## src/hw/rtl/pil_pkg.sv

```systemverilog
// Package for the positional insert list: operation and status codes,
// default depth and the control bundle that the top level broadcasts to the cells.
// No dependencies.
`timescale 1ns / 1ps
`default_nettype none
package pil_pkg;

	localparam int DEPTH_DEF = 64;
	localparam int VAL_W = 32;
	localparam int MODE_W = 2;
	localparam int POS_W = 7;
	localparam int CNT_OUT_W = 7;
	localparam int STAT_W = 2;

	localparam logic [MODE_W-1:0] MODE_INSERT = 2'd0;
	localparam logic [MODE_W-1:0] MODE_APPEND = 2'd1;
	localparam logic [MODE_W-1:0] MODE_SEARCH = 2'd2;

	localparam logic [STAT_W-1:0] ST_OK = 2'd0;
	localparam logic [STAT_W-1:0] ST_RANGE = 2'd1;
	localparam logic [STAT_W-1:0] ST_FULL = 2'd2;

	typedef struct packed {
		logic wr_en;
		logic srch_en;
		logic signed [VAL_W-1:0] value;
	} cell_ctl_t;

endpackage
`default_nettype wire

```

## src/hw/rtl/pil_if.sv

```systemverilog
// Valid/ready channel interfaces for the positional insert list: input item
// channel and result channel. Depends on pil_pkg.
`timescale 1ns / 1ps
`default_nettype none
interface pil_in_if;
	logic valid;
	logic ready;
	logic [pil_pkg::MODE_W-1:0] mode;
	logic signed [pil_pkg::VAL_W-1:0] value;
	logic [pil_pkg::POS_W-1:0] position;

	modport source (output valid, mode, value, position, input ready);
	modport sink (input valid, mode, value, position, output ready);
endinterface

interface pil_out_if;
	logic valid;
	logic ready;
	logic found;
	logic [pil_pkg::CNT_OUT_W-1:0] count;
	logic [pil_pkg::STAT_W-1:0] status;

	modport source (output valid, found, count, status, input ready);
	modport sink (input valid, found, count, status, output ready);
endinterface
`default_nettype wire

```

## src/hw/rtl/pil_cell.sv

```systemverilog
// One storage cell of the positional insert list: holds one value, takes its
// left neighbour's value on a shifting insert and compares on a search. Depends on pil_pkg.
`timescale 1ns / 1ps
`default_nettype none
module pil_cell #(
	parameter int IDX = 0,
	parameter int PW = 7
) (
	input wire logic clk,
	input wire pil_pkg::cell_ctl_t ctl,
	input wire logic [PW-1:0] wr_pos,
	input wire logic [PW-1:0] cnt,
	input wire logic signed [pil_pkg::VAL_W-1:0] left_val,
	output logic signed [pil_pkg::VAL_W-1:0] val,
	output logic hit
);

	localparam logic [PW-1:0] MY_IDX = PW'(IDX);

	logic signed [pil_pkg::VAL_W-1:0] val_q;
	logic hit_q;
	logic occupied;

	assign occupied = MY_IDX < cnt;

	always_ff @(posedge clk) begin
		if (ctl.wr_en) begin
			if (MY_IDX == wr_pos) begin
				val_q <= ctl.value;
			end else if (MY_IDX > wr_pos && MY_IDX <= cnt) begin
				val_q <= left_val;
			end
		end
		if (ctl.srch_en) begin
			hit_q <= occupied && (val_q == ctl.value);
		end
	end

	assign val = val_q;
	assign hit = hit_q;

endmodule
`default_nettype wire

```

## src/hw/rtl/positional_insert_list_top.sv

```systemverilog
// Positional insert list: a row of DEPTH cells holding an ordered sequence.
// Insert, append and no-op transactions give their result in the cycle after acceptance;
// a search registers a match in every cell, then reduces them into the result register.
// One transaction is accepted per cycle while the result slot is free; a search blocks
// intake until its result is registered. Reset clears the fill count and the control
// state; cell contents are not reset. Depends on pil_pkg, pil_if and pil_cell.
`timescale 1ns / 1ps
`default_nettype none
module positional_insert_list_top #(
	parameter int DEPTH = pil_pkg::DEPTH_DEF
) (
	input wire logic clk,
	input wire logic arst_n,
	pil_in_if.sink items,
	pil_out_if.source results
);

	localparam int CW = $clog2(DEPTH + 1);
	localparam int PW = (CW > pil_pkg::POS_W) ? CW : pil_pkg::POS_W;
	localparam logic [PW-1:0] DEPTH_W = PW'(DEPTH);

	localparam logic S_IDLE = 1'b0;
	localparam logic S_SEARCH = 1'b1;

	logic state_q;
	logic [CW-1:0] cnt_q;
	logic res_vld_q;
	logic res_found_q;
	logic [pil_pkg::CNT_OUT_W-1:0] res_count_q;
	logic [pil_pkg::STAT_W-1:0] res_status_q;

	logic slot_free;
	logic in_fire;
	logic is_ins;
	logic is_app;
	logic is_srch;
	logic range_err;
	logic full_err;
	logic do_wr;
	logic [PW-1:0] pos_w;
	logic [PW-1:0] cnt_w;
	logic [PW-1:0] wr_pos;
	logic [pil_pkg::STAT_W-1:0] status_n;
	pil_pkg::cell_ctl_t ctl;

	logic signed [pil_pkg::VAL_W-1:0] vals [DEPTH];
	logic [DEPTH-1:0] hits;

	assign slot_free = !res_vld_q || results.ready;
	assign items.ready = (state_q == S_IDLE) && slot_free;
	assign in_fire = items.valid && items.ready;

	always_comb begin
		is_ins = items.mode == pil_pkg::MODE_INSERT;
		is_app = items.mode == pil_pkg::MODE_APPEND;
		is_srch = items.mode == pil_pkg::MODE_SEARCH;
		pos_w = PW'(items.position);
		cnt_w = PW'(cnt_q);
		range_err = is_ins && (pos_w > cnt_w);
		full_err = ((is_ins && !range_err) || is_app) && (cnt_w >= DEPTH_W);
		do_wr = in_fire && (is_ins || is_app) && !range_err && !full_err;
		wr_pos = is_app ? cnt_w : pos_w;
		if (range_err) begin
			status_n = pil_pkg::ST_RANGE;
		end else if (full_err) begin
			status_n = pil_pkg::ST_FULL;
		end else begin
			status_n = pil_pkg::ST_OK;
		end
		ctl.wr_en = do_wr;
		ctl.srch_en = in_fire && is_srch;
		ctl.value = items.value;
	end

	for (genvar i = 0; i < DEPTH; i++) begin : g_cell
		if (i == 0) begin : g_first
			pil_cell #(.IDX(i), .PW(PW)) u_cell (
				.clk(clk),
				.ctl(ctl),
				.wr_pos(wr_pos),
				.cnt(cnt_w),
				.left_val(items.value),
				.val(vals[i]),
				.hit(hits[i])
			);
		end else begin : g_rest
			pil_cell #(.IDX(i), .PW(PW)) u_cell (
				.clk(clk),
				.ctl(ctl),
				.wr_pos(wr_pos),
				.cnt(cnt_w),
				.left_val(vals[i-1]),
				.val(vals[i]),
				.hit(hits[i])
			);
		end
	end

	always_ff @(posedge clk or negedge arst_n) begin
		if (!arst_n) begin
			state_q <= S_IDLE;
			cnt_q <= '0;
			res_vld_q <= 1'b0;
		end else begin
			case (state_q)
				S_IDLE: begin
					if (in_fire && is_srch) begin
						state_q <= S_SEARCH;
					end
				end
				S_SEARCH: begin
					if (slot_free) begin
						state_q <= S_IDLE;
					end
				end
				default: begin
					state_q <= S_IDLE;
				end
			endcase
			if (do_wr) begin
				cnt_q <= cnt_q + CW'(1);
			end
			if (in_fire && !is_srch) begin
				res_vld_q <= 1'b1;
			end else if (state_q == S_SEARCH && slot_free) begin
				res_vld_q <= 1'b1;
			end else if (results.ready) begin
				res_vld_q <= 1'b0;
			end
		end
	end

	always_ff @(posedge clk) begin
		if (in_fire && !is_srch) begin
			res_found_q <= 1'b0;
			res_status_q <= status_n;
			if (do_wr) begin
				res_count_q <= pil_pkg::CNT_OUT_W'(cnt_q + CW'(1));
			end else begin
				res_count_q <= pil_pkg::CNT_OUT_W'(cnt_q);
			end
		end else if (state_q == S_SEARCH && slot_free) begin
			res_found_q <= |hits;
			res_status_q <= pil_pkg::ST_OK;
			res_count_q <= pil_pkg::CNT_OUT_W'(cnt_q);
		end
	end

	assign results.valid = res_vld_q;
	assign results.found = res_found_q;
	assign results.count = res_count_q;
	assign results.status = res_status_q;

endmodule
`default_nettype wire

```

## src/flat_wrapper.sv

```systemverilog
// flat-port wrapper written by rule: the top's interface ports become plain ports
module positional_insert_list_top_flat 
#(
	parameter int DEPTH = pil_pkg::DEPTH_DEF
)
  (clk, arst_n, items_valid, items_mode, items_value, items_position, items_ready, results_valid, results_found, results_count, results_status, results_ready);
  pil_in_if items_i ();
  pil_out_if results_i ();
  input wire logic clk;
  input wire logic arst_n;
  input wire logic [$bits(items_i.valid)-1:0] items_valid;
  input wire logic [$bits(items_i.mode)-1:0] items_mode;
  input wire logic [$bits(items_i.value)-1:0] items_value;
  input wire logic [$bits(items_i.position)-1:0] items_position;
  output wire logic [$bits(items_i.ready)-1:0] items_ready;
  output wire logic [$bits(results_i.valid)-1:0] results_valid;
  output wire logic [$bits(results_i.found)-1:0] results_found;
  output wire logic [$bits(results_i.count)-1:0] results_count;
  output wire logic [$bits(results_i.status)-1:0] results_status;
  input wire logic [$bits(results_i.ready)-1:0] results_ready;
  assign items_i.valid = items_valid;
  assign items_i.mode = items_mode;
  assign items_i.value = items_value;
  assign items_i.position = items_position;
  assign items_ready = items_i.ready;
  assign results_valid = results_i.valid;
  assign results_found = results_i.found;
  assign results_count = results_i.count;
  assign results_status = results_i.status;
  assign results_i.ready = results_ready;
  positional_insert_list_top #(.DEPTH(DEPTH)) u_core (.clk(clk), .arst_n(arst_n), .items(items_i), .results(results_i));
endmodule
```

## config.mk

```make
export PLATFORM = sky130hd
export DESIGN_NAME = positional_insert_list_top_flat
export DESIGN_NICKNAME = d
export VERILOG_FILES = /design/src/hw/rtl/pil_pkg.sv /design/src/hw/rtl/pil_if.sv /design/src/hw/rtl/pil_cell.sv /design/src/hw/rtl/positional_insert_list_top.sv /design/src/flat_wrapper.sv
export SDC_FILE = /design/constraint.sdc
export NUM_CORES = 2
export LEC_CHECK = 0
export BUFFER_PORTS_ARGS = -buffer_cell sky130_fd_sc_hd__buf_2
export CORE_MARGIN = 2
export CORE_UTILIZATION = 34
export CTS_CLUSTER_DIAMETER = 80
export DETAILED_ROUTE_END_ITERATION = 8
export GPL_ROUTABILITY_DRIVEN = 0
export PLACE_DENSITY = 0.54
export SYNTH_ARGS = -nofsm -noshare
export SYNTH_HDL_FRONTEND = slang
export SYNTH_SLANG_ARGS = --single-unit
```

## constraint.sdc

```tcl
create_clock -name clk -period 8.5 [get_ports clk]
set_input_delay 0.425 -clock clk [delete_from_list [all_inputs] [get_ports clk]]
set_output_delay 0.425 -clock clk [all_outputs]
set_load 0.02 [all_outputs]
```

==> key figures <==
Drt
  • Drt via density: 5.32
  • Initial DRC count: 6463
  • Pre-antenna DRT Iters: 6
  • Vias: a little under 70k
  • DR WL/cell: roughly 29 µm
  • Routed Antenna Nets: 0
  • Number of remaining DRC errors: 0
  • Final wirelength: approximately 370000 µm

Die
  • Die area: ~0.34 mm²
  • Initial Util: 34.1%
  • Core ar.: approximately 0.34 mm²
  • Die Y: a little under 600 µm
  • Site Rows: between 200 and 250
  • Die width: 587 µm
  • I/O Pins: 57

Clocking
  • Sinks on Clock Net: 2131
  • Hold_buf cts: 9
  • Total setup buffers inserted after CTS: 0
  • CTS tree: yes
  • Resized Gates After CTS: 0
  • H-tree Lvls: 4
  • CTS max path bufs: 4
  • CTS root buffer: clkbuf_16
  • Clock Latency Late Sink: 0.93 ns
  • Clock-pin slew on the worst setup and hold paths: about 0.06 ns
  • Total CTS buffers: ~240

Critical path
  • CP max FO: 34
  • CP Class: flop to flop
  • Worst Setup Start Kind: flop
  • Crit. End Element: flop
  • Worst Path Required: about 9 ns
  • Crit path DAT: 6.07 ns

Yosys
  • Post-synth EDFFs: roughly 2.1k
  • Top_reg_cell synth: edfxtp_1
  • Synth Area per Inst: about 14 µm²
  • Mapped Area: between 0.1 and 0.15 mm²
  • Yosys warns: 0
  • Distinct cell type count after synthesis: 77
  • Sequential element share of the synthesized area: 55.3%
  • FFs w/ async S/R, synth: less than 1%
  • Synthesized instance count: 8211
  • Synthesized net count: approximately 8.3k
  • Number of synthesized register bits: 2131

GRT
  • Global Route Usage Sum: 20.9%
  • First-pass GRT wire length: 529000 µm
  • Overflow left after global routing: 0
  • Initial antenna violation count: 24
  • Largest net degree at the start of global routing: between 60 and 70
  • Number of global-route vias before repair: roughly 70k

Run status
  • Outcome: finished clean

STA
  • Hold_ws: about 0.094 ns
  • Fin crit share: between 60% and 70%
  • Sum Neg Setup Slack: 0 ns
  • Final setup fails: 0
  • Min Clock Period, post-route: ~5.6 ns
  • Tightest Pin Transition: roughly 1.3 ns
  • Fmax achieved: between 150 and 200 MHz
  • Count of pins over their slew limit: 0
  • Clock skew: between 0.08 and 0.09 ns
  • Final Hold Vio Count: 0
  • RSZ-0062 raised after global routing: false
  • Max_slew headroom: under 10%

Pwr
  • Pwr Total: roughly 23 mW
  • Power density over the cells: roughly 180 mW/mm²
  • Pleak: approximately 40 nW
  • Maximum VDD drop: 0.155 mV

Run
  • MaxCap Viol Count: 0

Final layout
  • Post-route cell area: between 0.1 and 0.15 mm²
  • Commonest cells after routing, fill and taps aside: 2121 x edfxtp_1, 1932 x mux2_2, 1297 x xor2_1
  • FILL cells: 31.8k
  • Layout net count: 8102
  • Most common cell after layout, fill and taps aside: edfxtp_1
  • Share of cells above drive strength 1: between 30 and 40%
  • Area Overhead vs Synth: 11.8%

Placed design
  • Port buffer count: between 50 and 60
  • Post-DP Area: roughly 0.12 mm²
  • DP HPWL: approximately 260000 µm

Worst hold path
  • Hold crit path type: primary input to flop
-- kinds of logic (layout without fill, tap and decap cells) --
family                   count (synthesis)  count (layout)  share of synthesized area [%]
adder cells (fa/ha/maj)                 11              11                          0.119
multiplexers                          2014            2014                           19.7
flip-flops                            2131            2131                           55.3
other                                    0              21                              0
AO/OA/AOI/OAI                          186             186                           1.01
XOR/XNOR                              2056            2056                           15.6
buffers and inverters                  710             731                           2.66
AND/OR/NAND/NOR                       1103            1103                           5.55
-- metrics by stage --
step	instances	util, %	worst slack, ns
2_1_floorplan	8211	-	0.613
3_3_place_gp	12334	35.8	3.25
3_5_place_dp	12334	35.8	3.14
4_1_cts	12768	38.1	3.08
5_1_grt	12778	38.1	2.73
6_report	12789	38.1	2.93
-- layer usage --
metal / track usage [%] / vias up / wire length (µm)
met4: 7.78 / 10 / 14200
met2: 34.4 / 2131 / 177000
met1: 27.4 / 35242 / 158000
li1: - / 30065 / -
met5: 0 / - / 58
met3: 3.60 / 596 / 20900
-- worst max-delay path, cell delays in order, from the launching register on --
cell and delay [ns]:
dfrtp_1 0.97, inv_1 0.44, ha_1 0.43, a21oi_1 0.14, o21ai_0 0.12, o221ai_1 0.56
nand3_4 0.85, buf_4 0.62, a21oi_4 0.91
-- sequential cells by signal, indices dropped and copies added (netlist names) --
name and flops:
u_core.cnt_q 7, u_core.g_cell.g_first.u_cell.hit 1, u_core.g_cell.g_first.u_cell.val 32, u_core.g_cell.g_rest.u_cell.hit 63, u_core.g_cell.g_rest.u_cell.val 2016, u_core.results.count 7
u_core.results.found 1, u_core.results.status 2, u_core.results.valid 1, u_core.state_q 1
-- synthesized netlist by cell type, types with 12 or more instances --
master	count	share of area, %
edfxtp_1	2121	55
nand4_1	259	1.4
xnor2_1	759	5.8
nand2_2	12	0.065
inv_1	13	0.042
buf_4	26	0.17
a21oi_1	79	0.34
buf_2	171	0.74
and3_1	12	0.065
o21ai_0	40	0.17
mux2_1	37	0.36
nand2_1	164	0.53
buf_1	104	0.34
nand3_1	46	0.20
xor2_1	1297	9.8
mux2_4	31	0.40
clkbuf_1	382	1.2
nor4_1	388	2.1
mux2_2	1932	19
nor2_1	97	0.32
nor3_1	49	0.21
-- area by class of cell --
type	count	area [µm²]	area share (%)
Antenna cell	21	52.6	0.0407
Tap cell	4536	5680	4.39
Multi-Input combinational cell	5370	49200	38.1
Inverter	16	60.1	0.0465
Sequential cell	2131	63900	49.5
Clock inverter	146	1520	1.18
Clock buffer	279	6110	4.73
Timing Repair Buffer	290	2600	2.01
-- final timing paths --
| kind | startpoint | end | slack [ns] | cells after the start |
|---|---|---|---|---|
| worst max-delay path | u_core.cnt_q[4] | u_core.g_cell[50].g_rest.u_cell.val[10] | 2.93 | 8 |
| worst max register to register | u_core.cnt_q[4] | u_core.g_cell[50].g_rest.u_cell.val[10] | 2.93 | 8 |
| min in group asynchronous | arst_n | u_core.cnt_q[2] | 0.68 | 3 |
| worst min register to register | u_core.g_cell[59].g_rest.u_cell.val[30] | u_core.g_cell[60].g_rest.u_cell.val[30] | 0.53 | 1 |
| max in group asynchronous | arst_n | u_core.cnt_q[6] | 7.28 | 3 |
| worst min-delay path | items_value[0] | u_core.g_cell[20].g_rest.u_cell.val[0] | 0.09 | 3 |
-- report_power, final --
part | switching, mW | total (mW) | internal [mW] | leakage, nW
sequential | 0.0137 | 11.4 | 11.4 | 19.1
clock | 4.38 | 10.4 | 6.06 | 3.74
combinational | 0.954 | 1.36 | 0.410 | 18.2
(Power assumes the default switching activity.)
